===== src/design/cbbf_ram.sv =====
// generic single-port-write, registered-read ram
module cbbf_ram #(
    parameter int WIDTH = 8,
    parameter int DEPTH = 16
) (
    input  logic                     clk,
    input  logic                     we,
    input  logic [$clog2(DEPTH)-1:0] waddr,
    input  logic [WIDTH-1:0]         wdata,
    input  logic                     re,
    input  logic [$clog2(DEPTH)-1:0] raddr,
    output logic [WIDTH-1:0]         rdata
);

    logic [WIDTH-1:0] mem [DEPTH];
    logic [WIDTH-1:0] rdata_reg;

    always_ff @(posedge clk)
    begin
        if (we)
        begin
            mem[waddr] <= wdata;
        end
        if (re)
        begin
            rdata_reg <= mem[raddr];
        end
    end

    assign rdata = rdata_reg;

endmodule


===== config.mk =====
export PLATFORM = sky130hd
export DESIGN_NAME = cbbf_ram
export DESIGN_NICKNAME = d
export VERILOG_FILES = /design/src/design/cbbf_ram.sv
export SDC_FILE = /design/constraint.sdc
export NUM_CORES = 1
export LEC_CHECK = 0
export BUFFER_PORTS_ARGS = -buffer_cell sky130_fd_sc_hd__buf_2
export CORE_MARGIN = 2
export CORE_UTILIZATION = 60
export DETAILED_ROUTE_END_ITERATION = 16
export GPL_ROUTABILITY_DRIVEN = 0
export PLACE_DENSITY = 0.88
export SLEW_MARGIN = 10
export SYNTH_ARGS = -nofsm -noshare
export SYNTH_HDL_FRONTEND = slang
export SYNTH_SLANG_ARGS = --single-unit

===== constraint.sdc =====
create_clock -name clk -period 2.4 [get_ports clk]
set_input_delay 0.48 -clock clk [delete_from_list [all_inputs] [get_ports clk]]
set_output_delay 0.48 -clock clk [all_outputs]
set_load 0.02 [all_outputs]

## Word level (Yosys, flattened, before mapping)

Memories as Yosys holds them, arrays and structs flattened. A register that Yosys moved wholly into a read port is not among the register bits.
Index checks and enable logic that the tools add are counted.

| word-level totals | value |
|---|---|
| register bits after elaboration | 0 |
| memory bits (writable) | 128 |
| input port bits | 19 |
| logic and storage cells | 3 |
| memories | 1 |

Memories:

| memory | words | bits a word | read ports | clocked after memory_dff | write ports | line | RTL |
|---|---|---|---|---|---|---|---|
| mem | 16 | 8 | 1 | 1 | 1 | 15 | `logic [WIDTH-1:0] mem [DEPTH];` |

| operators by class | value |
|---|---|
| muxes and demuxes | 2 |

Operator list:

| cell | count |
|---|---|
| two-way mux 1 bit | 2 |

## Depth between registers and ports, before layout

Gate-level depths: netlist of run 1.

| depth | value |
|---|---|
| depth after elaboration | 2 |
| gate-level depth with buffers | 5 |
| depth with buffers taken out | 3 |

## Worst setup path before layout of run 1

No wires, ideal clock.

| timing | value |
|---|---|
| path type | in2reg |
| start | in waddr[2] |
| end | mem mem[0][0], enable pin |
| setup time | 0.383 ns |
| arrival time | 1.590 ns |
| setup slack | 0.427 ns |
| stages | 2 |
| cell sequence | or3b_2 nor3_1 |

RTL lines:

| element | line | RTL |
|---|---|---|
| from (decl) | 8 | `input logic [$clog2(DEPTH)-1:0] waddr,` |
| to (decl) | 15 |  |

Straight into the memory's write port.

==> results.cfg, run 1 <==
[run_status]
outcome = finished clean

[worst_hold_path]
hold_class = in -> reg

[setup_path]
cp_slowest_cell = mux4_1
required_ns = 2.65
slowest_delay_ns = 0.58
path_cells = buf_2 > buf_4 > mux4_1 > a22oi_1 > nand2_1
critPathMaxFanout = 8
endpoint_kind = flip-flop
cp-start-kind = input port
cp.arrival_ns = 1.86
cp_num_buf_inv = 2
setup.worst_path.class = in -> reg
cp_top_family = multiplexers

[finish]
design_area_mm2 = 0.00619
multi_input_area_mm2 = 0.00106
layout-drive-gt1-share_pct = 32.0
area_growth_pct = 18.4
regArea_mm2 = 0.00408
largest_reg_flops = 128
fill_cells = 496
layout.nets = 306
diodes = 0

[cts]
cts_hold_buf = 0
clock_sinks = 136
clkTransAtPathRegs_ns = 0.06
clock_latency_ns = 0.51
cts_made_buffers = 17
cts_buffer_depth = 2
cts-resized-gates = 0
cts_tree = built
htreeDepth = 4
cts-root-buf = clkbuf_8
postCtsSetupBuffers = 0

[placement]
placed_area_mm2 = 0.00559
place_ws_ns = 0.281
port_buffers = 26
dp.final_hpwl_mm = 6.47

[timing]
hold_viol_final = 0
hold-worst-slack_ns = 0.341
setup_viol_count_final = 0
maxClockFrequency_mhz = 623
rsz0062_at_grt = no
finalCritPeriodShare_pct = 66.9
max_slew.worst_pin.slew_ns = 0.558
fin_crit_ns = 1.60
fin_worst_skew_ns = 0.00632
fin_ws_ns = 0.795
maxSlewViolCount = 0
fin_setup_tns_ns = 0
maxSlewHeadroom_pct = 62.7

[pwr]
powerDensity_mw_per_mm2 = 900
leakage_nw = 2.12
finalPower_mw = 5.57
irDropWorstVdd_mv = 0.510

[global_routing]
grt_pass1_wl_mm = 16.4
grt_usage_pct = 24.6
overflow = 0
grt_max_degree = 17
grt_pass1_vias = 2679
antenna_found_initial = 0

[synthesis]
synth_top_area_cell = edfxtp_1
synth-edff-count = 136
syn-mean-instance-area_um2 = 22.8
syn-cell-area_mm2 = 0.00523
syn_inst = 229
yosysTopAreaCellShare_pct = 78.1
synth_seq_cells = 136
async_reset_ff_share_pct = 0
synthTopCellsByCount = edfxtp_1 (136), mux4_2 (18), a22oi_1 (16), mux4_1 (14), nor2_1 (13)
yosysSeqAreaShare_pct = 78.1
yosys_warnings = 0
synth_cell_type_count = 18
synthTopCellsByArea = edfxtp_1 (78%), mux4_2 (7.8%), mux4_1 (7.0%)
synth.most_common_cell = edfxtp_1
synth.net_count = 248
synth_top_flop_cell = edfxtp_1

[detailed_routing]
antenna_left = 0
dr.first_iter.drc_count = 281
wire_per_inst_um = 25.4
wirelength_mm = 10.4
dr.pass1.iters = 4
drc = 0
vias = 2510
via_per_inst = 6.15

[floorplanning]
die_w_um = 97.3
initial_core_util_pct = 60.8
core_area_mm2 = 0.00859
ioPinCount = 27
fp-row-count = 34
fp.dieH_um = 97.3
dieArea_mm2 = 0.00948

[flow_run]
drv_cap = 0
through the flow:
step / std cells / util [%]
after floorplan: 229 / -
after global placement: 376 / 65.1
after detailed placement: 376 / 65.1
after CTS: 408 / 72.0
after global routing: 408 / 72.0
final: 408 / 72.0
report_power, final:
| group | internal (mW) | switching [mW] | total [mW] |
|---|---|---|---|
| logic | 0.107 | 0.153 | 0.260 |
| registers | 2.68 | 0.0148 | 2.69 |
| clock network | 1.68 | 0.938 | 2.62 |
| total | 4.46 | 1.11 | 5.57 |
cells in the final DEF (no fill, tap or decap), drive strengths merged:
cell type and instances:
nand2b 2, mux4 32, nand3 1, buf 49
and2b 1, nand3b 2, bufinv 4, a22oi 16
inv 1, or3b 1, nor2b 1, clkbuf 19
and2 1, nor2 13, nor3 4, edfxtp 136
clkinvlp 3, nand2 9, clkinv 5
cell families after synthesis:
logic type | count (synthesis) | share of synthesized area [%]
flops | 136 | 78.1
simple gates | 35 | 3.14
mux | 32 | 14.8
compound gates | 16 | 2.30
buf+inv | 10 | 1.65
area by class of cell:
cell class / count / share of cell area [%]
clock inverters: 13 / 2.87
multi-input cells: 83 / 17.1
flip-flops and latches: 136 / 66.0
clock buffers: 19 / 6.81
well taps: 108 / 2.18
repair buffers: 49 / 5.09
final timing paths:
check,from,end,slack [ns],cells after the start
max,raddr[0],rdata[3],0.80,5
min,re,rdata[4],0.34,1
max reg2reg,mem[1][3],rdata[3],0.86,3
min reg2reg,mem[12][7],rdata[7],0.75,3
metal layers:
layer	GRT usage, %	vias to the layer above	part of all wire [%]
li1	-	1099	-
met1	33.5	1280	41
met2	39.3	115	52
met3	6.19	16	5.7
met4	9.51	0	1.7
met5	0	-	0
Note: power is estimated with default switching activity, not from simulation.
==> run 2: changes to the inputs <==
Settings changed: ABC_AREA set to 1, CORE_UTILIZATION 60 to 61, PLACE_DENSITY 0.88 to 0.89.
Clock period 2.4 ns to 1.6 ns, I/O delays scaled along.
==> run 2 against run 1 <==
Clock-buffer cell count unchanged. Largest power group unchanged. Highest routed layer unchanged. Global-route usage increased by 4.8 points. Power increased by 54%.
==> results.cfg, run 2 <==
[floorplanning]
fp.dieH_um = 102
core_area_mm2 = 0.00928
ioPinCount = 27
initial_core_util_pct = 63.0
fp-row-count = 35
die_w_um = 102
dieArea_mm2 = 0.0104

[synthesis]
synth-edff-count = 136
synth_cell_type_count = 11
yosysTopAreaCellShare_pct = 69.8
synthTopCellsByArea = edfxtp_1 (70%), nand2_1 (11%), nand3_1 (8.3%)
synth.net_count = 570
syn-mean-instance-area_um2 = 10.6
synth_top_flop_cell = edfxtp_1
synthTopCellsByCount = nand2_1 (173), edfxtp_1 (136), inv_1 (100), nand3_1 (97), nor2_1 (17)
syn-cell-area_mm2 = 0.00585
syn_inst = 551
yosysSeqAreaShare_pct = 69.8
async_reset_ff_share_pct = 0
synth.most_common_cell = nand2_1
yosys_warnings = 0
synth_seq_cells = 136
synth_top_area_cell = edfxtp_1

[global_routing]
grt_usage_pct = 29.4
grt_max_degree = 33
grt_pass1_vias = 4210
grt_pass1_wl_mm = 22.0
overflow = 0
antenna_found_initial = 0

[timing]
maxSlewHeadroom_pct = 58.7
max_slew.worst_pin.slew_ns = 0.619
finalCritPeriodShare_pct = 87.3
fin_setup_tns_ns = 0
rsz0062_at_grt = no
maxSlewViolCount = 0
hold_viol_final = 0
fin_crit_ns = 1.40
fin_ws_ns = 0.204
setup_viol_count_final = 0
maxClockFrequency_mhz = 716
hold-worst-slack_ns = 0.132
fin_worst_skew_ns = 0.0106

[cts]
htreeDepth = 4
clkTransAtPathRegs_ns = 0.06
clock_sinks = 136
cts-resized-gates = 0
cts_buffer_depth = 2
clock_latency_ns = 0.54
postCtsSetupBuffers = 0
cts_tree = built
cts_hold_buf = 0
cts-root-buf = clkbuf_8
cts_made_buffers = 17

[placement]
port_buffers = 26
place_inst = 709
placed_area_mm2 = 0.00621
place_ws_ns = 0.0380
dp.final_hpwl_mm = 7.91

[pwr]
combPwrFrac_pct = 6.3
p_switching_mw = 1.90
intPower_mw = 6.69
swShare_pct = 22.1
powerDensity_mw_per_mm2 = 1260
irDropWorstVdd_mv = 0.880
clkPwrFrac_pct = 46.7
seq_power_share_pct = 47.0
leakage_nw = 2.97

[finish]
diodes = 0
final_cell_count_no_fill = 741
design_area_mm2 = 0.00681
final_common_cell = nand2_1
largest_reg_flops = 128
final_cell_mix = nand2_1 (173), edfxtp_1 (136), inv_1 (100), nand3_1 (97), buf_2 (26)
layout.nets = 618
area_growth_pct = 16.5
fill_cells = 583
layout-drive-gt1-share_pct = 13.6

[setup_path]
cp_slowest_cell = edfxtp_1
cp.arrival_ns = 1.08
cp-start-kind = flip-flop
reg2reg_to = rdata[3]
r2r_slack_ns = 0.32
cp_num_buf_inv = 1
required_ns = 1.28
endpoint_kind = primary output
path_depth = 1
critPathMaxFanout = 1
startpoint = rdata[5]
cp_top_family = flip-flops
r2r_start = mem[7][3]
path_cells = buf_2
setup.worst_path.class = reg -> out
slowest_delay_ns = 0.38
ff2ff_path_depth = 6
crit_end = rdata[5]

[detailed_routing]
dr.pass1.iters = 7
drc = 0
antenna_left = 0
vias = 4277
dr.first_iter.drc_count = 606
via_per_inst = 5.77
wirelength_mm = 14.2
wire_per_inst_um = 19.1

[worst_hold_path]
hold_class = in -> reg
worstHoldStart = re

[flow_run]
drv_cap = 0

[run_status]
outcome = finished clean
## run 2: changes by cell type after synthesis, sizes merged, moves of 2 or more
cell	delta
buf	+17
nand2b	-2
mux4	-32
nand2	+164
nor3	-4
inv	+102
a22oi	-16
clkdlybuf4s25	-3
nor2	+4
nand3	+96
## run 2: worst min-delay path by stage
stage                            to  cells past startpoint
after CTS                  rdata[0]                      1
after floorplan           mem[0][0]                      0
after detailed placement   rdata[0]                      1
after global routing       rdata[0]                      1
after global placement     rdata[2]                      1
final                      rdata[0]                      1
## run 2: area by class of cell
type	instances	area, µm²	share of cell area (%)
clock buffers	19	422	6.19
clock inverters	13	178	2.61
inverters	102	383	5.62
multi-input cells	289	1210	17.8
flip-flops and latches	136	4080	60.0
well taps	129	161	2.37
repair buffers	53	370	5.44
## run 2: through the flow
| step | utilization [%] | total power, mW |
|---|---|---|
| after global placement | 66.9 | 4.60 |
| after CTS | 73.4 | 8.58 |
| after floorplan | - | 4.41 |
| after global routing | 73.4 | 8.78 |
| final | 73.4 | 8.59 |
| after detailed placement | 66.9 | 4.61 |
## run 2: routing by layer
metal	track usage (%)	up-vias	share of wire, %
li1	-	1877	-
met1	36.9	1985	36
met2	46.2	336	48
met3	8.62	79	11
met4	16.8	0	4.7
met5	0	-	0
## run 2: power by group through the flow
stage	Sequential [mW]	Combinational [mW]	Clock (mW)
after floorplan	4.13	0.281	0
after global placement	4.11	0.490	0
after detailed placement	4.11	0.506	0
after CTS	4.04	0.528	4.02
after global routing	4.04	0.586	4.16
final	4.04	0.542	4.01
## run 2: cells by family after synthesis
group         count (synthesis)  share of synthesized area [%]
simple gates                289                           20.8
buf+inv                     126                           9.39
flops                       136                           69.8
