==> config.mk <==
export PLATFORM = sky130hd
export DESIGN_NAME = cbbf_scan
export DESIGN_NICKNAME = d
export VERILOG_FILES = /design/src/design/cbbf_pkg.sv /design/src/design/cbbf_scan.sv
export SDC_FILE = /design/constraint.sdc
export NUM_CORES = 1
export LEC_CHECK = 0
export BUFFER_PORTS_ARGS = -buffer_cell sky130_fd_sc_hd__buf_2
export CORE_UTILIZATION = 48
export CTS_CLUSTER_DIAMETER = 40
export DETAILED_ROUTE_END_ITERATION = 10
export PLACE_DENSITY = 0.78
export SYNTH_ARGS = -nofsm -noshare
export SYNTH_HDL_FRONTEND = slang
export SYNTH_SLANG_ARGS = --single-unit
==> constraint.sdc <==
create_clock -name clk -period 4.6 [get_ports clk]
set_clock_uncertainty 0.2 [all_clocks]
set_input_delay 0.23 -clock clk [delete_from_list [all_inputs] [get_ports clk]]
set_output_delay 0.23 -clock clk [all_outputs]
set_load 0.03 [all_outputs]
==> src/design/cbbf_pkg.sv <==
// shared constants, types and helpers of the content bounding box finder
package cbbf_pkg;

    localparam int MAX_WIDTH  = 1024;
    localparam int MAX_HEIGHT = 1024;
    localparam int MAX_DIM    = (MAX_WIDTH > MAX_HEIGHT) ? MAX_WIDTH : MAX_HEIGHT;

    localparam int CFG_W     = 11;
    localparam int CFG_IDX_W = 1;
    localparam int PIX_W     = 8;
    localparam int BOUND_W   = 10;

    localparam int COL_W = $clog2(MAX_WIDTH);
    localparam int ROW_W = $clog2(MAX_HEIGHT);
    localparam int DIM_W = $clog2(MAX_DIM + 1);
    localparam int SUM_W = $clog2(255 * MAX_DIM + 1);

    localparam logic [CFG_IDX_W-1:0] CFG_FRAME_WIDTH  = CFG_IDX_W'(0);
    localparam logic [CFG_IDX_W-1:0] CFG_FRAME_HEIGHT = CFG_IDX_W'(1);

    localparam logic [CFG_W-1:0] FRAME_WIDTH_RESET  = CFG_W'(640);
    localparam logic [CFG_W-1:0] FRAME_HEIGHT_RESET = CFG_W'(480);

    typedef struct packed {
        logic [PIX_W-1:0] blue;
        logic [PIX_W-1:0] green;
        logic [PIX_W-1:0] red;
    } pixel_t;

    typedef struct packed {
        logic [BOUND_W-1:0] top_row;
        logic [BOUND_W-1:0] bottom_row;
        logic [BOUND_W-1:0] left_column;
        logic [BOUND_W-1:0] right_column;
        logic               content_found;
    } bbox_t;

    typedef struct packed {
        logic [SUM_W-1:0] blue;
        logic [SUM_W-1:0] green;
        logic [SUM_W-1:0] red;
    } chan_sum_t;

    typedef struct packed {
        pixel_t           pix;
        logic [COL_W-1:0] col;
        logic [ROW_W-1:0] row;
        logic             first_row;
        logic             last_row;
        logic             row_end;
        logic             frame_end;
        logic [SUM_W-1:0] lim_w;
        logic [SUM_W-1:0] lim_h;
    } stage_t;

    function automatic logic [DIM_W-1:0] clamp_dim(input logic [CFG_W-1:0] v,
                                                   input logic [DIM_W-1:0] maxv);
        logic [DIM_W-1:0] r;
        if (v == '0)
            r = DIM_W'(1);
        else if ((CFG_W + DIM_W)'(v) > (CFG_W + DIM_W)'(maxv))
            r = maxv;
        else
            r = DIM_W'(v);
        return r;
    endfunction

    // 254 * n as (n << 8) - (n << 1)
    function automatic logic [SUM_W-1:0] white_limit(input logic [DIM_W-1:0] n);
        logic [SUM_W-1:0] a;
        logic [SUM_W-1:0] b;
        a = SUM_W'({n, 8'b0});
        b = SUM_W'({n, 1'b0});
        return a - b;
    endfunction

    function automatic logic is_white(input chan_sum_t s, input logic [SUM_W-1:0] lim);
        return (s.blue > lim) && (s.green > lim) && (s.red > lim);
    endfunction

endpackage

==> src/design/cbbf_scan.sv <==
// pixel intake: frame position counters, admission and the accumulate stage register
module cbbf_scan (
    input  logic                          clk,
    input  logic                          rst_n,
    input  logic                          in_valid,
    output logic                          in_ready,
    input  cbbf_pkg::pixel_t              in_data,
    input  logic [cbbf_pkg::CFG_W-1:0]    frame_width,
    input  logic [cbbf_pkg::CFG_W-1:0]    frame_height,
    input  logic                          out_busy,
    output logic                          acc,
    output logic [cbbf_pkg::COL_W-1:0]    acc_col,
    output logic                          s1_valid,
    output cbbf_pkg::stage_t              s1
);

    import cbbf_pkg::*;

    logic [COL_W-1:0] col_pos_reg;
    logic [COL_W-1:0] col_pos_next;
    logic [ROW_W-1:0] row_pos_reg;
    logic [ROW_W-1:0] row_pos_next;
    logic             s1_valid_reg;
    stage_t           s1_reg;
    stage_t           s1_next;
    logic [DIM_W-1:0] w_eff;
    logic [DIM_W-1:0] h_eff;
    logic             last_row;
    logic             row_end;
    logic             frame_end;

    assign w_eff     = clamp_dim(frame_width, DIM_W'(MAX_WIDTH));
    assign h_eff     = clamp_dim(frame_height, DIM_W'(MAX_HEIGHT));
    assign last_row  = (DIM_W'(row_pos_reg) + DIM_W'(1)) >= h_eff;
    assign row_end   = (DIM_W'(col_pos_reg) + DIM_W'(1)) >= w_eff;
    assign frame_end = last_row && row_end;

    // a frame-end pixel needs a free result register when it leaves the stage
    assign in_ready = !(frame_end && out_busy);
    assign acc      = in_valid && in_ready;
    assign acc_col  = col_pos_reg;

    always_comb
    begin
        col_pos_next = col_pos_reg;
        row_pos_next = row_pos_reg;
        if (acc)
        begin
            if (row_end)
            begin
                col_pos_next = '0;
                row_pos_next = last_row ? '0 : row_pos_reg + ROW_W'(1);
            end
            else
            begin
                col_pos_next = col_pos_reg + COL_W'(1);
            end
        end
    end

    always_comb
    begin
        s1_next           = s1_reg;
        s1_next.pix       = in_data;
        s1_next.col       = col_pos_reg;
        s1_next.row       = row_pos_reg;
        s1_next.first_row = (row_pos_reg == '0);
        s1_next.last_row  = last_row;
        s1_next.row_end   = row_end;
        s1_next.frame_end = frame_end;
        s1_next.lim_w     = white_limit(w_eff);
        s1_next.lim_h     = white_limit(h_eff);
    end

    always_ff @(posedge clk or negedge rst_n)
    begin
        if (!rst_n)
        begin
            col_pos_reg  <= '0;
            row_pos_reg  <= '0;
            s1_valid_reg <= 1'b0;
        end
        else
        begin
            col_pos_reg  <= col_pos_next;
            row_pos_reg  <= row_pos_next;
            s1_valid_reg <= acc;
        end
    end

    always_ff @(posedge clk)
    begin
        if (acc)
        begin
            s1_reg <= s1_next;
        end
    end

    assign s1_valid = s1_valid_reg;
    assign s1       = s1_reg;

endmodule

## After elaboration in Yosys (flattened, before gate mapping)

Cells that the tools add are included.

| word-level totals | value |
|---|---|
| output and inout port bits | 97 |
| word-level logic and storage cells | 38 |
| flip-flop bits (word level) | 105 |

| cells by class | value |
|---|---|
| muxes and demuxes | 6 |
| reductions and logical operators | 8 |
| add/sub/neg operators | 6 |
| $lt $le $gt $ge | 4 |

Operators by type and width:

| operator | number |
|---|---|
| 11-bit two-way mux | 4 |
| 18-bit by 12-bit subtractor with 18-bit output | 2 |
| 10-bit by 1-bit adder with 11-bit output (second input constant) | 2 |
| 11-bit greater-or-equal comparator | 2 |
| 11-bit > comparator (second input constant) | 2 |
| 11-bit logical NOT | 2 |
| 10-bit by 1-bit adder with 10-bit output (second input constant) | 2 |
| 10-bit two-way mux | 2 |
| 10-bit logical NOT | 1 |
| 1-bit logical AND | 3 |
| 2-bit AND reduction | 1 |
| 1-bit logical NOT | 1 |

## Longest topological paths before layout

| logic depth | value |
|---|---|
| depth after elaboration | 9 |
| depth in mapped cells | 15 |
| gate-level depth less buffers | 13 |

## Worst setup path before layout

Ideal clock, no wire load.

| timing | value |
|---|---|
| kind | input-to-reg |
| from | input port frame_height[5] in the netlist's numbering |
| to | register s1_reg, in the netlist s1[10], enable pin |
| data arrival time | 4011 ps |
| stages on the path | 14 |
| setup slack | -17 ps |
| buffers on the path | 2 |
| required time | 3995 ps |
| path through | clkbuf_1 or4_1 nor2_1 a21oi_1 nor2_1 ha_1 nand2b_1 a2111oi_0 o21ai_0 a221oi_1 or4_4 buf_6 o31ai_4 inv_2 |

| between the ends | value |
|---|---|
| longest elaborated chain between the ends | 8 |
| elaborated cells between the ends (all ways) | 9 |

Ends and longest elaborated chain:

| item | line | text |
|---|---|---|
| from (decl) | cbbf_scan.sv:9 | `input logic [cbbf_pkg::CFG_W-1:0] frame_height,` |
| 11-bit > comparator | cbbf_pkg.sv:61 | `else if ((CFG_W + DIM_W)'(v) > (CFG_W + DIM_W)'(maxv))` |
| 11-bit two-way mux | cbbf_pkg.sv:61 |  |
| 11-bit two-way mux (*) | cbbf_pkg.sv:59 | `if (v == '0)` |
| net h_eff[0] | cbbf_scan.sv:27 | `logic [DIM_W-1:0] h_eff;` |
| 11-bit greater-or-equal comparator (*) | cbbf_scan.sv:34 | `assign last_row = (DIM_W'(row_pos_reg) + DIM_W'(1)) >= h_eff;` |
| 1-bit logical AND (*) | cbbf_scan.sv:36 | `assign frame_end = last_row && row_end;` |
| 1-bit logical AND (*) | cbbf_scan.sv:39 | `assign in_ready = !(frame_end && out_busy);` |
| 1-bit logical NOT (*) | cbbf_scan.sv:39 |  |
| 1-bit logical AND (*) | cbbf_scan.sv:40 | `assign acc = in_valid && in_ready;` |
| net acc | cbbf_scan.sv:11 | `output logic acc,` |
| to (signal assigned) | cbbf_scan.sv:95 | `s1_reg <= s1_next;` |
| to (decl) | cbbf_scan.sv:24 | `stage_t s1_reg;` |

Mark *: on every way through the listed nets, which the timed path passes. The rest lies on a longest branch.
A chain may end at the register's enable or synchronous reset.

## Worst setup path after layout

| timing | value |
|---|---|
| from | register row_pos_reg[0] |
| to | output port acc |

| between the ends | value |
|---|---|
| longest elaborated chain between the ends | 6 |

Ends and longest elaborated chain:

| item | line | text |
|---|---|---|
| from (decl) | cbbf_scan.sv:21 | `logic [ROW_W-1:0] row_pos_reg;` |
| from (signal assigned) | cbbf_scan.sv:86 | `row_pos_reg <= row_pos_next;` |
| 10-bit by 1-bit adder with 11-bit output | cbbf_scan.sv:34 |  |
| 11-bit greater-or-equal comparator | cbbf_scan.sv:34 |  |
| 1-bit logical AND | cbbf_scan.sv:36 |  |
| 1-bit logical AND | cbbf_scan.sv:39 |  |
| 1-bit logical NOT | cbbf_scan.sv:39 |  |
| 1-bit logical AND | cbbf_scan.sv:40 |  |
| to (decl) | cbbf_scan.sv:11 |  |

Every way passes these cells.

==> results.sh <==
export IMPL_pwr_share_comb_pct=34.9
export IMPL_viasPerCell=5.34
export IMPL_cts_max_level=3
export IMPL_ys_seq_elements=103
export IMPL_worstPathRequired_ps=4170
export IMPL_grt_usage_pct=21.3
export IMPL_clk_path_buf_depth=2
export IMPL_vias=4014
export IMPL_dpl_worst_slack_ps=331
export IMPL_hold_class="in -> reg"
export IMPL_p_clk_share_pct=20.6
export IMPL_synth_async_reset_ratio_pct=20.4
export IMPL_hold_viol=0
export IMPL_rsz0062_at_grt="false"
export IMPL_placed_area_um2=6100
export IMPL_synth_area_per_cell_um2=11.9
export IMPL_drive_above_1_share_pct=30.2
export IMPL_fin_area_um2=6600
export IMPL_nNetsFinal=692
export IMPL_switchingPower_mw=1.10
export IMPL_numCtsBuffers=9
export IMPL_syn_cell_area_um2=5290
export IMPL_dp_hpwl_um=8550
export IMPL_p_per_area_nw_per_um2=451
export IMPL_syn_to_final_growth_pct=24.8
export IMPL_final_max_slew_viol_count=0
export IMPL_path_cells="ha_1, nand2_1, nor2_1, and3_1, xor2_1, ha_1, a21oi_1, o21ai_0, nor4_1, or4_4, o31ai_4, inv_4, buf_2"
export IMPL_status="finished clean"
export IMPL_p_sw_share_pct=36.9
export IMPL_dp_cells=707
export IMPL_fin_tns_setup_ps=0
export IMPL_io_pin_count=147
export IMPL_drc_errors=0
export IMPL_ir_drop_mv=0.185
export IMPL_drt_iter0_markers=318
export IMPL_yosysWarnings=0
export IMPL_max_slew_margin_rel_pct=61.3
export IMPL_path_delay_family="simple AND/OR/NAND/NOR gates"
export IMPL_critPathLaunchType="register"
export IMPL_multiInputGateArea_um2=2080
export IMPL_setup_viol=0
export IMPL_p_leak_nw=2.84
export IMPL_crit_path_frequent_cell="ha_1"
export IMPL_endpoint_kind="output port"
export IMPL_grt_max_degree=37
export IMPL_critPathKind="reg -> out"
export IMPL_seq_area_um2=2990
export IMPL_antenna_found_initial=0
export IMPL_routabilityCongestion=0.921
export IMPL_core_area_um2=10500
export IMPL_fin_crit_ps=4240
export IMPL_overflow=0
export IMPL_maxCapViolations=0
export IMPL_fin_crit_sh_pct=92.1
export IMPL_syn_instance_count=446
export IMPL_synth_cell_type_count=58
export IMPL_cp_max_fo=9
export IMPL_path_clk_slew_ps=90
export IMPL_path_buf_inv=2
export IMPL_cts_tree="done"
export IMPL_avgRoutedWirePerCell_um=15.7
export IMPL_n_antenna_cell=0
export IMPL_total_power_mw=2.98
export IMPL_cts_root_buf="clkbuf_8"
export IMPL_critPathArrivalTime_ps=3810
export IMPL_die_x_um=107
export IMPL_p_int_mw=1.88
export IMPL_pwr_share_seq_pct=44.5
export IMPL_fmax_mhz=236
export IMPL_portBuffers=144
export IMPL_dieArea_um2=11400
export IMPL_fill_cells=826
export IMPL_crit_path_max_incr_delay_ps=600
export IMPL_start_util_pct=50.3
export IMPL_crit_path_top_delay_cell="or4_4"
export IMPL_max_slew_worst_pin_slew_ps=565
export IMPL_die_h_um=107
export IMPL_hold_slack_ps=23.2
export IMPL_grt_pass1_vias=3747
export IMPL_synthFlopType="edfxtp_1"
export IMPL_cts_sinks=103
export IMPL_first_pass_iters=4
export IMPL_setup_slack_ps=361
export IMPL_postRouteAntennaNets=0
export IMPL_fin_util_pct=62.8
export IMPL_fp_row_count=37
export IMPL_final_cells=752
export IMPL_wirelength_um=11800
export IMPL_clock_latency_ps=370
export IMPL_yosysSeqAreaShare_pct=56.5
export IMPL_synth_edf_count=82
export IMPL_reg2reg_slack_ps=670
export IMPL_largest_reg_flops=82
export IMPL_grt_pass1_wl_um=18700
==> Yosys cell counts, types with 5 or more instances <==
cell type  count  share of area, %
xor2_1        15               2.5
nor3_1        16               1.5
nand4_1        7              0.83
nand2_1       31               2.2
a21oi_1       19               1.8
inv_1         17               1.2
o21ai_0       19               1.8
and3_1         5              0.59
xnor2_1       19               3.1
nand3_1        8              0.76
a21o_1         5              0.71
nor2b_1        7              0.83
nor2_1        34               2.4
a22o_1         6              0.99
buf_4         12               1.7
ha_1          31               7.3
nand2b_1       5              0.59
edfxtp_1      82                47
or3_1          5              0.59
dfrtp_1       21               9.9
clkbuf_1       8              0.57
a22o_2         5              0.95
==> kinds of logic (layout without fill, tap and decap cells) <==
group / count (synthesis) / in the layout / share of synthesized area, %
compound gates: 95 / 95 / 12.8
xor+xnor: 34 / 34 / 5.63
fa+ha+maj: 31 / 31 / 7.34
buf+inv: 46 / 215 / 4.35
flops: 103 / 103 / 56.5
mux: 5 / 5 / 0.994
other cells: 1 / 2 / 0.0709
simple gates: 131 / 131 / 12.3
==> what timing repair did <==
item | in CTS | in global routing
endpoints found under the hold margin | 46 | 0
buffers inserted | 0 | 3
resized for setup | 0 | 3
hold buffers | 26 | 0
setup endpoints to repair | 0 | 52
==> cell usage in the layout (no fill, tap or decap), types with 17 or more instances in the layout <==
| master | Yosys | final |
|---|---|---|
| buf_2 | 3 | 144 |
| edfxtp_1 | 82 | 82 |
| nor2_1 | 34 | 33 |
| nand2_1 | 31 | 31 |
| ha_1 | 31 | 31 |
| dlygate4sd3_1 | 0 | 26 |
| dfrtp_1 | 21 | 21 |
| xnor2_1 | 19 | 19 |
| a21oi_1 | 19 | 19 |
| o21ai_0 | 19 | 19 |
| inv_1 | 17 | 17 |
==> worst paths after layout <==
kind                                     start        endpoint  cells after the start
worst min register to register  row_pos_reg[8]          s1[48]                      0
worst max register to register  row_pos_reg[0]          s1[31]                     13
min in group asynchronous                rst_n      acc_col[5]                      2
max in group asynchronous                rst_n  row_pos_reg[9]                      2
worst min-delay path                  in_valid  row_pos_reg[4]                      3
worst max-delay path            row_pos_reg[0]             acc                     13
==> worst min-delay path, stage by stage <==
cell	delay [ps]
buf_2	160
nand3_1	90
o2bb2ai_1	70
==> layer usage <==
layer	vias up	routed length, um	GRT usage [%]
li1	1971	-	-
met1	1881	5540	31.4
met2	147	5390	31.7
met3	15	711	3.16
met4	0	184	8.32
met5	-	0	0
==> power groups by stage <==
stage	clock network [mW]	registers, mW	logic [mW]
2_1_floorplan	0	1.46	0.646
3_3_place_gp	0	1.34	0.981
3_5_place_dp	0	1.34	1.00
4_1_cts	0.624	1.33	1.02
5_1_grt	0.656	1.35	1.14
6_report	0.612	1.33	1.04
==> area by class of cell <==
class                      count  share of cell area (%)
sequential                   103                    45.3
multi-input combinational    298                    31.5
timing repair buffer         178                    16.1
tap                          136                    2.58
clock buffer                  11                    1.99
clock inverter                 5                    1.25
inverter                      21                    1.23
Note: power is estimated with default switching activity, not from simulation.
