<file path="src/design/cbbf_pkg.sv">
// shared constants, types and helpers of the content bounding box finder
package cbbf_pkg;

    localparam int MAX_WIDTH  = 1024;
    localparam int MAX_HEIGHT = 1024;
    localparam int MAX_DIM    = (MAX_WIDTH > MAX_HEIGHT) ? MAX_WIDTH : MAX_HEIGHT;

    localparam int CFG_W     = 11;
    localparam int CFG_IDX_W = 1;
    localparam int PIX_W     = 8;
    localparam int BOUND_W   = 10;

    localparam int COL_W = $clog2(MAX_WIDTH);
    localparam int ROW_W = $clog2(MAX_HEIGHT);
    localparam int DIM_W = $clog2(MAX_DIM + 1);
    localparam int SUM_W = $clog2(255 * MAX_DIM + 1);

    localparam logic [CFG_IDX_W-1:0] CFG_FRAME_WIDTH  = CFG_IDX_W'(0);
    localparam logic [CFG_IDX_W-1:0] CFG_FRAME_HEIGHT = CFG_IDX_W'(1);

    localparam logic [CFG_W-1:0] FRAME_WIDTH_RESET  = CFG_W'(640);
    localparam logic [CFG_W-1:0] FRAME_HEIGHT_RESET = CFG_W'(480);

    typedef struct packed {
        logic [PIX_W-1:0] blue;
        logic [PIX_W-1:0] green;
        logic [PIX_W-1:0] red;
    } pixel_t;

    typedef struct packed {
        logic [BOUND_W-1:0] top_row;
        logic [BOUND_W-1:0] bottom_row;
        logic [BOUND_W-1:0] left_column;
        logic [BOUND_W-1:0] right_column;
        logic               content_found;
    } bbox_t;

    typedef struct packed {
        logic [SUM_W-1:0] blue;
        logic [SUM_W-1:0] green;
        logic [SUM_W-1:0] red;
    } chan_sum_t;

    typedef struct packed {
        pixel_t           pix;
        logic [COL_W-1:0] col;
        logic [ROW_W-1:0] row;
        logic             first_row;
        logic             last_row;
        logic             row_end;
        logic             frame_end;
        logic [SUM_W-1:0] lim_w;
        logic [SUM_W-1:0] lim_h;
    } stage_t;

    function automatic logic [DIM_W-1:0] clamp_dim(input logic [CFG_W-1:0] v,
                                                   input logic [DIM_W-1:0] maxv);
        logic [DIM_W-1:0] r;
        if (v == '0)
            r = DIM_W'(1);
        else if ((CFG_W + DIM_W)'(v) > (CFG_W + DIM_W)'(maxv))
            r = maxv;
        else
            r = DIM_W'(v);
        return r;
    endfunction

    // 254 * n as (n << 8) - (n << 1)
    function automatic logic [SUM_W-1:0] white_limit(input logic [DIM_W-1:0] n);
        logic [SUM_W-1:0] a;
        logic [SUM_W-1:0] b;
        a = SUM_W'({n, 8'b0});
        b = SUM_W'({n, 1'b0});
        return a - b;
    endfunction

    function automatic logic is_white(input chan_sum_t s, input logic [SUM_W-1:0] lim);
        return (s.blue > lim) && (s.green > lim) && (s.red > lim);
    endfunction

endpackage

</file>
<file path="src/design/cbbf_judge.sv">
// accumulate stage: column sum update with forwarding, row sums, white tests, bounds, result
module cbbf_judge (
    input  logic                        clk,
    input  logic                        rst_n,
    input  logic                        acc,
    input  logic [cbbf_pkg::COL_W-1:0]  acc_col,
    input  logic                        s1_valid,
    input  cbbf_pkg::stage_t            s1,
    input  cbbf_pkg::chan_sum_t         col_rdata,
    output logic                        col_we,
    output logic [cbbf_pkg::COL_W-1:0]  col_waddr,
    output cbbf_pkg::chan_sum_t         col_wdata,
    output logic                        out_busy,
    output logic                        out_valid,
    input  logic                        out_ready,
    output cbbf_pkg::bbox_t             out_data
);

    import cbbf_pkg::*;

    logic             fwd_valid_reg;
    logic             fwd_valid_next;
    chan_sum_t        fwd_data_reg;
    chan_sum_t        col_base;
    chan_sum_t        col_new;
    chan_sum_t        row_tot_reg;
    chan_sum_t        row_tot_next;
    chan_sum_t        row_tot_new;
    logic             col_hit;
    logic             row_hit;
    logic [COL_W-1:0] left_reg;
    logic [COL_W-1:0] left_next;
    logic [COL_W-1:0] right_reg;
    logic [COL_W-1:0] right_next;
    logic [ROW_W-1:0] top_reg;
    logic [ROW_W-1:0] top_next;
    logic [ROW_W-1:0] bottom_reg;
    logic [ROW_W-1:0] bottom_next;
    logic             row_seen_reg;
    logic             row_seen_next;
    logic             col_seen_reg;
    logic             col_seen_next;
    logic             out_valid_reg;
    logic             out_valid_next;
    bbox_t            out_data_reg;
    bbox_t            out_data_next;
    logic             finish;

    // same column read while the previous transfer writes it back
    assign fwd_valid_next = acc && s1_valid && (acc_col == s1.col);
    assign col_base       = fwd_valid_reg ? fwd_data_reg : col_rdata;

    always_comb
    begin
        if (s1.first_row)
        begin
            col_new.blue  = SUM_W'(s1.pix.blue);
            col_new.green = SUM_W'(s1.pix.green);
            col_new.red   = SUM_W'(s1.pix.red);
        end
        else
        begin
            col_new.blue  = col_base.blue + SUM_W'(s1.pix.blue);
            col_new.green = col_base.green + SUM_W'(s1.pix.green);
            col_new.red   = col_base.red + SUM_W'(s1.pix.red);
        end
        row_tot_new.blue  = row_tot_reg.blue + SUM_W'(s1.pix.blue);
        row_tot_new.green = row_tot_reg.green + SUM_W'(s1.pix.green);
        row_tot_new.red   = row_tot_reg.red + SUM_W'(s1.pix.red);
    end

    assign col_we    = s1_valid;
    assign col_waddr = s1.col;
    assign col_wdata = col_new;

    assign col_hit = s1_valid && s1.last_row && !is_white(col_new, s1.lim_h);
    assign row_hit = s1_valid && s1.row_end && !is_white(row_tot_new, s1.lim_w);
    assign finish  = s1_valid && s1.frame_end;

    always_comb
    begin
        left_next     = left_reg;
        right_next    = right_reg;
        top_next      = top_reg;
        bottom_next   = bottom_reg;
        row_seen_next = row_seen_reg;
        col_seen_next = col_seen_reg;
        row_tot_next  = row_tot_reg;
        out_data_next = out_data_reg;

        if (col_hit)
        begin
            if (!col_seen_reg)
            begin
                left_next = s1.col;
            end
            col_seen_next = 1'b1;
            right_next    = s1.col;
        end
        if (row_hit)
        begin
            if (!row_seen_reg)
            begin
                top_next = s1.row;
            end
            row_seen_next = 1'b1;
            bottom_next   = s1.row;
        end
        if (s1_valid)
        begin
            row_tot_next = s1.row_end ? '0 : row_tot_new;
        end

        if (finish)
        begin
            if (row_seen_next && col_seen_next)
            begin
                out_data_next.top_row       = BOUND_W'(top_next);
                out_data_next.bottom_row    = BOUND_W'(bottom_next);
                out_data_next.left_column   = BOUND_W'(left_next);
                out_data_next.right_column  = BOUND_W'(right_next);
                out_data_next.content_found = 1'b1;
            end
            else
            begin
                out_data_next = '0;
            end
            left_next     = '0;
            right_next    = '0;
            top_next      = '0;
            bottom_next   = '0;
            row_seen_next = 1'b0;
            col_seen_next = 1'b0;
        end
    end

    always_comb
    begin
        if (finish)
            out_valid_next = 1'b1;
        else if (out_ready)
            out_valid_next = 1'b0;
        else
            out_valid_next = out_valid_reg;
    end

    always_ff @(posedge clk or negedge rst_n)
    begin
        if (!rst_n)
        begin
            fwd_valid_reg <= 1'b0;
            row_tot_reg   <= '0;
            left_reg      <= '0;
            right_reg     <= '0;
            top_reg       <= '0;
            bottom_reg    <= '0;
            row_seen_reg  <= 1'b0;
            col_seen_reg  <= 1'b0;
            out_valid_reg <= 1'b0;
        end
        else
        begin
            fwd_valid_reg <= fwd_valid_next;
            row_tot_reg   <= row_tot_next;
            left_reg      <= left_next;
            right_reg     <= right_next;
            top_reg       <= top_next;
            bottom_reg    <= bottom_next;
            row_seen_reg  <= row_seen_next;
            col_seen_reg  <= col_seen_next;
            out_valid_reg <= out_valid_next;
        end
    end

    always_ff @(posedge clk)
    begin
        fwd_data_reg <= col_new;
        out_data_reg <= out_data_next;
    end

    assign out_busy  = out_valid_reg || finish;
    assign out_valid = out_valid_reg;
    assign out_data  = out_data_reg;

endmodule

</file>
<file path="config.mk">
export PLATFORM = sky130hd
export DESIGN_NAME = cbbf_judge
export DESIGN_NICKNAME = d
export VERILOG_FILES = /design/src/design/cbbf_pkg.sv /design/src/design/cbbf_judge.sv
export SDC_FILE = /design/constraint.sdc
export NUM_CORES = 1
export LEC_CHECK = 0
export BUFFER_PORTS_ARGS = -buffer_cell sky130_fd_sc_hd__buf_2
export CAP_MARGIN = 20
export CORE_MARGIN = 3
export CORE_UTILIZATION = 55
export CTS_CLUSTER_SIZE = 40
export DETAILED_ROUTE_END_ITERATION = 12
export PLACE_DENSITY = 0.79
export SYNTH_ARGS = -nofsm -noshare
export SYNTH_HDL_FRONTEND = slang
export SYNTH_SLANG_ARGS = --single-unit
</file>
<file path="constraint.sdc">
create_clock -name clk -period 7.7 [get_ports clk]
set_input_delay 0.385 -clock clk [delete_from_list [all_inputs] [get_ports clk]]
set_output_delay 0.385 -clock clk [all_outputs]
set_load 0.005 [all_outputs]
</file>
## Word-level counts from Yosys, hierarchy flattened

Cells that the tools add are included.

| word-level totals | value |
|---|---|
| ROM bits | 0 |
| memories | 0 |
| latch bits | 0 |
| register bits after elaboration | 193 |
| bits in writable memories | 0 |
| word-level logic and storage cells | 68 |

| cells by class | value |
|---|---|
| $add $sub $neg | 6 |
| reduce and logical (&&, ||, !) cells | 16 |
| muxes and demuxes | 20 |
| equality and inequality tests | 1 |
| order comparisons | 6 |
| multipliers | 0 |
| bitwise logic cells | 0 |
| shift operators | 0 |
| div/mod/pow operators | 0 |

Operator list:

| cell | count |
|---|---|
| two-way mux 54 bit | 3 |
| adder 18 x 8 -> 18 bit | 6 |
| greater-than comparator 18 bit | 6 |
| two-way mux 10 bit | 10 |
| logical AND 1 bit | 12 |
| == test 10 bit | 1 |
| two-way mux 1 bit | 7 |
| logical NOT 1 bit | 2 |
| nonzero test 2 bit | 1 |
| logical OR 1 bit | 1 |

## Depth between registers and ports, before layout

Gate-level depths: netlist (run 1).

| logic depth | value |
|---|---|
| depth in word-level cells | 11 |
| depth in mapped cells | 24 |
| mapped depth without buffers | 19 |

## Least setup slack after synthesis (run 1)

OpenSTA, ideal clock, no wires.

| path | value |
|---|---|
| kind | reg-to-reg |
| start | reg fwd_valid_reg |
| end | reg out_data_reg (netlist bit out_data[30]), data pin |
| library setup time | 0.257 ns |
| arrival time | 5.503 ns |
| setup slack | 1.940 ns |
| buffers on the path | 6 |
| stages on the path, launching flop included | 25 |
| path through | dfrtp_1 -> buf_4 -> buf_2 -> buf_2 -> buf_2 -> mux2_2 -> ha_1 -> fa_1 -> a21o_1 -> a21oi_2 -> o21bai_1 -> a2111o_1 -> and3_1 -> clkbuf_1 -> and4_1 -> nor3_1 -> ha_1 -> and4_1 -> and3_1 -> nand4_1 -> o311ai_1 -> o41a_2 -> o22ai_2 -> buf_4 -> nor2_1 |

RTL lines:

| item | RTL line | text |
|---|---|---|
| start, declared | cbbf_judge.sv:21 | `logic fwd_valid_reg;` |
| start signal, assigned | cbbf_judge.sv:163 | `fwd_valid_reg <= fwd_valid_next;` |
| end signal, assigned | cbbf_judge.sv:178 | `out_data_reg <= out_data_next;` |
| end, declared | cbbf_judge.sv:45 | `bbox_t out_data_reg;` |

## Final worst setup path (run 1)

| path | value |
|---|---|
| start | reg fwd_valid_reg |
| end | reg out_data_reg (netlist bit out_data[30]), data pin |

| between the ends | value |
|---|---|
| longest elaborated chain between the ends | 10 |

RTL lines:

| item | RTL line | text |
|---|---|---|
| two-way mux 54 bit * | cbbf_judge.sv:51 | `assign col_base = fwd_valid_reg ? fwd_data_reg : col_rdata;` |
| adder 18 x 8 -> 18 bit (on tied branches) | cbbf_judge.sv:63, cbbf_judge.sv:64 |  |
| two-way mux 54 bit * | cbbf_judge.sv:55 | `if (s1.first_row)` |
| greater-than comparator 18 bit | cbbf_pkg.sv:78 | `return (s.blue > lim) && (s.green > lim) && (s.red > lim);` |
| logical AND 1 bit | cbbf_pkg.sv:78 |  |
| logical AND 1 bit * | cbbf_pkg.sv:78 |  |
| logical NOT 1 bit * | cbbf_judge.sv:76 | `assign col_hit = s1_valid && s1.last_row && !is_white(col_new, s1.lim_h);` |
| logical AND 1 bit * | cbbf_judge.sv:76 |  |
| two-way mux 1 bit * | cbbf_judge.sv:91 | `if (col_hit)` |
| logical AND 1 bit * | cbbf_judge.sv:116 | `if (row_seen_next && col_seen_next)` |

Mark *: on every way between the ends. The rest lies on a longest branch, timed or not.
A chain may end at the register's enable or synchronous reset.

==> results of run 1 <==
## kinds of logic (layout without fill, tap and decap cells)
| group | after synthesis | count (layout) | synth area share, % |
|---|---|---|---|
| multiplexers | 86 | 86 | 6.59 |
| XOR/XNOR | 93 | 93 | 5.92 |
| adder cells (fa/ha/maj) | 162 | 162 | 15.1 |
| buffers and inverters | 145 | 376 | 4.58 |
| AND/OR/NAND/NOR | 401 | 401 | 15.0 |
| flip-flops | 193 | 193 | 34.7 |
| AO/OA/AOI/OAI | 357 | 357 | 18.2 |
| other | 0 | 3 | 0 |
## power groups by stage
| stage | Sequential, mW | Combinational, mW | Clock, mW |
|---|---|---|---|
| 6_report | 1.24 | 1.12 | 0.976 |
| 5_1_grt | 1.25 | 1.25 | 1.03 |
| 4_1_cts | 1.24 | 1.11 | 0.987 |
| 3_5_place_dp | 1.26 | 1.10 | 0 |
| 3_3_place_gp | 1.25 | 1.05 | 0 |
| 2_1_floorplan | 1.22 | 0.821 | 0 |
## cells in the mapped netlist (all sizes together), types with 4 or more instances
cell type,instances,share of area [%]
a2111oi,5,0.86
a211o,8,0.51
a211oi,10,0.58
a21o,33,1.8
a21oi,116,4.3
a22o,21,1.3
a311o,7,0.51
a31oi,6,0.27
a41o,4,0.29
and2,9,0.41
and3,22,1.0
and4,13,0.83
buf,31,1.5
clkbuf,40,1.1
dfrtp,98,18
dfxtp,54,7.9
edfxtp,41,9.0
fa,6,0.87
ha,156,14
inv,72,2.0
mux2,36,2.9
mux2i,50,3.6
nand2,92,2.5
nand2b,7,0.32
nand3,31,1.1
nand3b,25,1.6
nand4,20,0.91
nor2,114,3.1
nor2b,17,0.77
nor3,21,0.80
nor4,8,0.41
o2111ai,4,0.25
o211ai,7,0.38
o21a,7,0.38
o21ai,63,2.3
o21bai,10,0.57
o2bb2ai,11,0.70
o311ai,21,1.3
or2,7,0.32
or3,7,0.32
or4,4,0.22
xnor2,52,3.3
xor2,41,2.6
## stage by stage
stage	hold WS, ps	std cells
floorplan	89.4	1437
detailed placement	345	1959
global route	114	1995
CTS	105	1992
global placement	336	1959
finish	108	1995
## worst max path at each step
stage                       startpoint                         end  slack [ps]  cells past startpoint
6_report       fwd_valid_reg$_DFF_PN0_  out_data[30]$_SDFFCE_PN0P_        1420                     19
5_1_grt        fwd_valid_reg$_DFF_PN0_   out_data[7]$_SDFFCE_PN0P_        1000                     19
4_1_cts        fwd_valid_reg$_DFF_PN0_  out_data[30]$_SDFFCE_PN0P_        1490                     19
3_5_place_dp   fwd_valid_reg$_DFF_PN0_  out_data[30]$_SDFFCE_PN0P_        1540                     18
3_3_place_gp   fwd_valid_reg$_DFF_PN0_  out_data[30]$_SDFFCE_PN0P_        1740                     18
2_1_floorplan  fwd_valid_reg$_DFF_PN0_  out_data[30]$_SDFFCE_PN0P_        1940                     24
## cell type report
cell class / count / share of cell area [%]
timing repair buffer: 270 / 8.71
tap: 324 / 2.56
antenna: 3 / 0.0473
clock inverter: 15 / 1.37
inverter: 74 / 1.75
multi-input combinational: 1099 / 52.8
sequential: 193 / 30.1
clock buffer: 17 / 2.68
## worst max-delay path: cells and delay by family (launching register included)
kind	cells	cell delay, ps
flops	1	640
simple gates	5	850
compound gates	8	2890
mux	1	230
fa+ha+maj	3	890
buf+inv	2	490
## per-layer routing
layer	vias to the layer above	track usage, %	routed length (µm)
met5	-	0	13
met4	2	11.3	1320
met3	89	4.19	2190
met2	416	46.8	18600
met1	5733	35.1	15900
li1	5704	-	-
==> out/results.ini, run 1 <==
[outcome]
status=finished, final reports clean

[cts]
htree_levels=4
numCtsBuffers=17
clk_latency_ps=460
cts_buffer_depth=2
hold_buffers=1
cts_sinks=193
clk_pin_slew_ps=80
cts_root_buf=clkbuf_16
cts_tree=yes
post_cts_buffers=0
ctsResizeCount=0

[routing]
wire_per_inst_um=19.1
vias_per_cell=5.99
drt-initial-drc-count=809
ant_nets=0
dr.pass1.iters=6
vias=11900
route.detailed.drc=0
wirelength_um=38000

[power]
p_per_area_mw_per_mm2=210
power.internal_mw=2.12
p_leak_nw=7.60
p_total_mw=3.33
swShare_pct=36.3
share_clk_of_total_power_pct=29.3
p_sw_mw=1.21
seq_power_share_pct=37.2
combPwrFrac_pct=33.5
vdd_drop_max_mv=0.133

[sta]
post-route-period-util_pct=81.6
setup_violations=0
setup_ws_ps=1420
slew_headroom_pct=27.3
rsz0062_at_grt=no
period_needed_ps=6280
worst_pin_slew_ps=1090
hold_viol_final=0
clock.fmax_ghz=0.159
setup_tns_ps=0
slew_viol_final=0
timing.clock.skew_ps=25.0

[synth]
synth_nets=1752
ys.flop_type=dfrtp_1
synth-seq-cells=193
yosys_warnings=0
synth_edf_count=41
synth-seq-area-share_pct=34.7
synth_area_mm2=0.0137
syn_inst=1437
synth.avg_cell_area_um2=9.57
ys_types=79
async_reset_ff_share_pct=50.8

[setup_path]
r2r-end=out_data[30]$_SDFFCE_PN0P_
r2r_start=fwd_valid_reg$_DFF_PN0_
critical-path-max-stage-delay_ps=830
crit_arrival_ps=6460
cp_max_fo=28
r2r_cells=19
cp_slowest_cell=o22ai_2
reg2reg_slack_ps=1420
crit_chain=buf_4 > mux2_2 > ha_1 > inv_1 > fa_1 > nor2b_1 > o21ai_0 > a21oi_1 > o21ai_0 > a211oi_1 > a21oi_1 > nor3b_1 > ha_1 > and3_1 > nand4_1 > o311ai_1 > o41a_2 > o22ai_2 > nor2_1
cp.required_ps=7880
crit_type=register to register
cp-start-kind=register
worstSetupEndpointType=register

[floorplanning]
pin_count=261
placementRows=57
die_h_um=164
die_area_mm2=0.0269
die_w_um=164
start_util_pct=56.2
core_mm2=0.0245

[global_routing]
grt_pass1_wl_um=58500
grt_max_degree=84
overflow=0
track_usage_pct=27.5
antenna_found_initial=4
grt_pass1_vias=11400

[job]
cap_violations=0

[final_layout]
nets=1970
drive_gt1_share_pct=22.5
stdcell_area_mm2=0.0159
final_cell_mix=buf_2, ha_1, a21oi_1, nor2_1, dfrtp_1
area.growth.synth_to_final_pct=15.3
utilization_pct=64.8
regArea_mm2=0.00477
layout_commonest_cell=buf_2
n_fill_cell=1989
multi_input_area_mm2=0.00838

[place]
portBuffers=260
dpl.hpwl_um=28900
dp_slack_ps=1540
dpl_cell_area_mm2=0.0152
gp_congestion=0.933

[worst_hold_path]
hold-path-cell-count=2
holdCritStartpoint=out_ready
hold_class=primary input to register
min_to=out_valid$_DFFE_PN0P_

No activity file was read; power rests on OpenSTA's default activity.
==> inputs of run 2 (changes only) <==
--- a/config.mk
+++ b/config.mk
@@ -8,7 +8,7 @@
 export BUFFER_PORTS_ARGS = -buffer_cell sky130_fd_sc_hd__buf_2
 export CAP_MARGIN = 20
 export CORE_MARGIN = 3
-export CORE_UTILIZATION = 55
+export CORE_UTILIZATION = 52
 export CTS_CLUSTER_SIZE = 40
 export DETAILED_ROUTE_END_ITERATION = 12
 export PLACE_DENSITY = 0.79
==> constraint.sdc (replaced) <==
create_clock -name clk -period 5.7 [get_ports clk]
set_input_delay 0.285 -clock clk [delete_from_list [all_inputs] [get_ports clk]]
set_output_delay 0.285 -clock clk [all_outputs]
set_load 0.005 [all_outputs]
==> run 2 against run 1 <==
  * Design area grew 1.0%
  * Combinational power grew 36%
  * Non-clock buffer count grew 17
  * Worst hold slack lost 78 ps
  * Highest routed layer is now met4
==> out/results.ini, run 2 (synthesized netlist as in run 1, its figures left out) <==
[power]
p_total_mw=4.51
power.internal_mw=2.85
p_per_area_mw_per_mm2=281
combPwrFrac_pct=33.7
p_leak_nw=7.69
swShare_pct=36.8
vdd_drop_max_mv=0.210
p_sw_mw=1.66
share_clk_of_total_power_pct=29.2
seq_power_share_pct=37.1

[sta]
post-route-period-util_pct=95.9
setup_violations=0
timing.clock.skew_ps=22.2
hold_viol_final=0
setup_ws_ps=233
setup_tns_ps=0
slew_viol_final=0
clock.fmax_ghz=0.183
slew_headroom_pct=30.5
period_needed_ps=5470
worst_pin_slew_ps=1040

[cts]
cts_tree=yes
clk_pin_slew_ps=80
numCtsBuffers=17
cts_sinks=193
clk_latency_ps=450
cts_root_buf=clkbuf_16
cts_buffer_depth=2
htree_levels=4

[final_layout]
utilization_pct=62.5
final_cell_mix=buf_2, ha_1, a21oi_1, nor2_1, dfrtp_1
layout_commonest_cell=buf_2
nets=1987
drive_gt1_share_pct=23.5
area.growth.synth_to_final_pct=16.5

[place]
portBuffers=260
dp_slack_ps=101
dpl.hpwl_um=29100
gp_congestion=0.931

[setup_path]
cp-start-kind=register
critical-path-max-stage-delay_ps=580
cp.required_ps=5900
crit_arrival_ps=5670
worstSetupEndpointType=register
cp_slowest_cell=o41a_2
crit_chain=buf_4 > mux2_2 > ha_1 > inv_1 > fa_1 > nor2b_1 > o21ai_0 > a21oi_1 > o21ai_1 > a2111oi_1 > xor2_1 > nor2_1 > ha_1 > and3_1 > nand4_1 > nor2b_1 > a211oi_1 > o41a_2 > o22ai_2 > buf_6 > nor2_1
crit_type=register to register
crit_buf_inv=3
cp_max_fo=21
crit_family=compound AO/OA/AOI/OAI gates

[routing]
ant_nets=0
route.detailed.drc=0
vias=12000
vias_per_cell=5.95
dr.pass1.iters=5
wirelength_um=37800
drt-initial-drc-count=873
wire_per_inst_um=18.7

[global_routing]
overflow=0
grt_pass1_wl_um=59600
track_usage_pct=25.8
grt_max_degree=84
grt_pass1_vias=11700
antenna_found_initial=2

[worst_hold_path]
hold_class=primary input to register

[floorplanning]
start_util_pct=53.7
pin_count=261
core_mm2=0.0256
die_h_um=169
placementRows=58
die_w_um=169
die_area_mm2=0.0284

[outcome]
status=finished, final reports clean

[job]
cap_violations=0

-- run 2: changes by cell type in the layout (fill, tap and decap cells not counted), moves of 2 or more --
cell / delta
clkinv_8: +2
inv_8: -2
buf_4: +16
inv_16: +2
-- run 2: layout make-up --
cell class,count,area [µm²]
diodes,3,7.51
clock buffers,17,425
clock inverters,15,229
fillers,2146,9600
inverters,74,278
multi-input cells,1099,8390
flip-flops and latches,193,4770
well taps,330,413
repair buffers,287,1510
-- run 2: routing by layer --
metal / wire, µm / vias to the layer above / global-route usage [%]
met5: 0 / - / 0
met4: 1080 / 0 / 8.79
met3: 2280 / 81 / 4.09
met2: 18500 / 400 / 44.8
met1: 16000 / 5771 / 32.9
li1: - / 5751 / -
-- run 2: power groups by stage --
stage	clock network, mW	logic (mW)	registers [mW]
floorplan	0	1.11	1.65
global placement	0	1.43	1.69
detailed placement	0	1.49	1.70
CTS	1.34	1.50	1.67
global route	1.38	1.70	1.69
finish	1.32	1.52	1.67
-- run 2: repair_timing --
action                     CTS  global route
buffers inserted             0            10
setup endpoints to repair    0            62
resized for setup            0             4
hold endpoints to repair    40             0
hold buffers                 1             0
-- run 2: path summary, 6_finish.rpt --
path / to / depth (start not counted) / start / slack [ps]
worst min-delay path: out_valid$_DFFE_PN0P_ / 2 / out_ready / 30
worst min register to register: row_tot_reg[21]$_DFFE_PN0P_ / 1 / row_tot_reg[21]$_DFFE_PN0P_ / 520
max in group asynchronous: fwd_valid_reg$_DFF_PN0_ / 3 / rst_n / 4040
worst max-delay path: out_data[30]$_SDFFCE_PN0P_ / 21 / fwd_valid_reg$_DFF_PN0_ / 230
min in group asynchronous: top_reg[7]$_DFF_PN0_ / 2 / rst_n / 340
worst max register to register: out_data[30]$_SDFFCE_PN0P_ / 21 / fwd_valid_reg$_DFF_PN0_ / 230
-- run 2: through the flow --
| step | std cells | cell area (µm²) | hold WS (ps) |
|---|---|---|---|
| 5_1_grt | 2017 | 16000 | 24.3 |
| 4_1_cts | 2005 | 15900 | 8.73 |
| 2_1_floorplan | 1437 | 13800 | -10.6 |
| 3_5_place_dp | 1972 | 15300 | 311 |
| 3_3_place_gp | 1972 | 15300 | 302 |
| 6_report | 2018 | 16000 | 30.3 |
==> inputs of run 3 (changes only) <==
--- a/config.mk
+++ b/config.mk
@@ -9,9 +9,10 @@
 export CAP_MARGIN = 20
 export CORE_MARGIN = 3
 export CORE_UTILIZATION = 52
+export CTS_BUF_LIST = sky130_fd_sc_hd__clkbuf_16
 export CTS_CLUSTER_SIZE = 40
 export DETAILED_ROUTE_END_ITERATION = 12
-export PLACE_DENSITY = 0.79
+export PLACE_DENSITY = 0.83
 export SYNTH_ARGS = -nofsm -noshare
 export SYNTH_HDL_FRONTEND = slang
 export SYNTH_SLANG_ARGS = --single-unit
==> run 3 against run 2 <==
  * Sequential cell count did not move
  * Global-route usage is 0.59 points higher
  * Die area is the same
  * Sequential share of layout area rose by 0.19 points
  * Core utilization down 0.41 points
  * Wire length increased by 2.4%
  * Count of clock-buffer cells in the layout did not move
  * Critical path depth fell by 2
  * Worst setup slack better by 17 ps
  * Worst hold slack worse by 5.7 ps
  * Largest cell class unchanged
  * Largest power group unchanged
  * Highest routed layer is now met5
==> out/results.ini, run 3 (synthesized netlist as in run 1, its figures left out) <==
[routing]
wire_per_inst_um=19.3
vias_per_cell=5.99
vias=12000
wirelength_um=38700
route.detailed.drc=0
ant_nets=0
dr.pass1.iters=5
drt-initial-drc-count=1024

[setup_path]
r2r_start=fwd_valid_reg$_DFF_PN0_
r2r-end=out_data[9]$_SDFFCE_PN0P_
crit_end=out_data[9]$_SDFFCE_PN0P_
worstSetupEndpointType=register
crit_arrival_ps=5650
crit_chain=mux2_2 > ha_1 > fa_1 > a21o_1 > a21oi_2 > o21bai_1 > a2111o_1 > and3_1 > a21o_1 > a21oi_1 > ha_1 > and3_1 > and3_1 > nand4_1 > o311ai_1 > o41a_2 > o22ai_2 > buf_6 > nor2_1
cp_max_fo=21
crit_type=register to register
crit_path_frequent_cell=and3_1
reg2reg_slack_ps=250
critical-path-max-stage-delay_ps=560
cp-start-kind=register
cp.required_ps=5900
r2r_cells=19
cp_slowest_cell=o41a_2
startpoint=fwd_valid_reg$_DFF_PN0_

[floorplanning]
die_h_um=169
start_util_pct=53.7
pin_count=261
die_w_um=169
core_mm2=0.0256
placementRows=58
die_area_mm2=0.0284

[sta]
slew_viol_final=0
setup_violations=0
hold_viol_final=0
setup_tns_ps=0
post-route-period-util_pct=95.6
period_needed_ps=5450
rsz0062_at_grt=no
slew_headroom_pct=37.3
worst_pin_slew_ps=940
clock.fmax_ghz=0.183
timing.clock.skew_ps=16.8

[cts]
clk_pin_slew_ps=80
numCtsBuffers=17
cts_buffer_depth=2
cts_root_buf=clkbuf_16
clk_latency_ps=450
htree_levels=4
cts_tree=yes
cts_sinks=193

[power]
vdd_drop_max_mv=0.197
p_per_area_mw_per_mm2=281
p_total_mw=4.47
p_leak_nw=7.63

[final_layout]
drive_gt1_share_pct=23.0
area.growth.synth_to_final_pct=15.8
post_layout_nonfiller_instances=2008
nets=1978
final_cell_mix=buf_2, ha_1, a21oi_1, nor2_1, dfrtp_1
n_fill_cell=2160
layout_commonest_cell=buf_2

[global_routing]
antenna_found_initial=4
track_usage_pct=26.4
overflow=0
grt_pass1_vias=11800
grt_max_degree=84
grt_pass1_wl_um=60600

[outcome]
status=finished, final reports clean

[place]
portBuffers=260
dpl.hpwl_um=29700
placed_cells=1972
gp_congestion=0.951

[worst_hold_path]
hold_class=primary input to register
holdCritStartpoint=out_ready
hold-path-cell-count=2

[job]
cap_violations=0

## run 3: cell count changes in the layout (fill, tap and decap cells not counted), moves of 2 or more
cell and delta:
inv_16 -2, buf_4 -9, inv_6 +3, clkinv_8 +3, inv_12 -3
## run 3: worst max-delay path, delay by kind of cell, from the launching register on
kind | cells | cell delay, ps
AO/OA/AOI/OAI | 9 | 2360
adder cells (fa/ha/maj) | 3 | 950
AND/OR/NAND/NOR | 5 | 790
flip-flops | 1 | 490
multiplexers | 1 | 360
buffers and inverters | 1 | 240
## run 3: metal layers
| layer | vias up | track usage (%) | share of wire, % |
|---|---|---|---|
| li1 | 5722 | - | - |
| met1 | 5746 | 33.6 | 42 |
| met2 | 444 | 44.8 | 48 |
| met3 | 110 | 4.32 | 6.3 |
| met4 | 4 | 11.1 | 4.0 |
| met5 | - | 0 | 0.059 |
## run 3: how the worst min path moves through the flow
| stage | end | slack (ps) |
|---|---|---|
| finish | out_valid$_DFFE_PN0P_ | 20 |
| global route | out_valid$_DFFE_PN0P_ | 30 |
| CTS | out_valid$_DFFE_PN0P_ | 10 |
| detailed placement | top_reg[6]$_DFF_PN0_ | 430 |
| global placement | bottom_reg[6]$_DFF_PN0_ | 420 |
| floorplan | bottom_reg[0]$_DFF_PN0_ | -10 |
## run 3: stage by stage
step / area (µm²) / util, % / hold WS (ps) / worst slack [ps]
after global routing: 15900 / 62.1 / 30.2 / 3.78
after global placement: 15300 / 59.6 / 422 / 330
after CTS: 15900 / 62.1 / 13.0 / 142
final: 15900 / 62.1 / 24.5 / 250
after floorplan: 13800 / - / -10.6 / 35.1
after detailed placement: 15300 / 59.6 / 434 / 177
## run 3: report_power, final
group	switching (mW)	total [mW]	internal (mW)
registers	0.112	1.67	1.56
logic	0.869	1.53	0.659
clock network	0.667	1.27	0.606
total	1.65	4.47	2.83
## run 3: timing repair
| item | in CTS | in global routing |
|---|---|---|
| gates resized for setup | 0 | 3 |
| endpoints found under the setup margin | 0 | 30 |
| hold endpoints to repair | 56 | 0 |
| setup buffers | 0 | 1 |
| hold buffers | 1 | 0 |
## run 3: area by class of cell
class	count	area [µm²]	area share (%)
Multi-Input combinational cell	1099	8380	52.7
Sequential cell	193	4770	29.9
Timing Repair Buffer	278	1450	9.08
Clock buffer	17	425	2.67
Tap cell	330	413	2.59
Inverter	74	278	1.75
Clock inverter	15	204	1.28
Antenna cell	2	5.00	0.0314
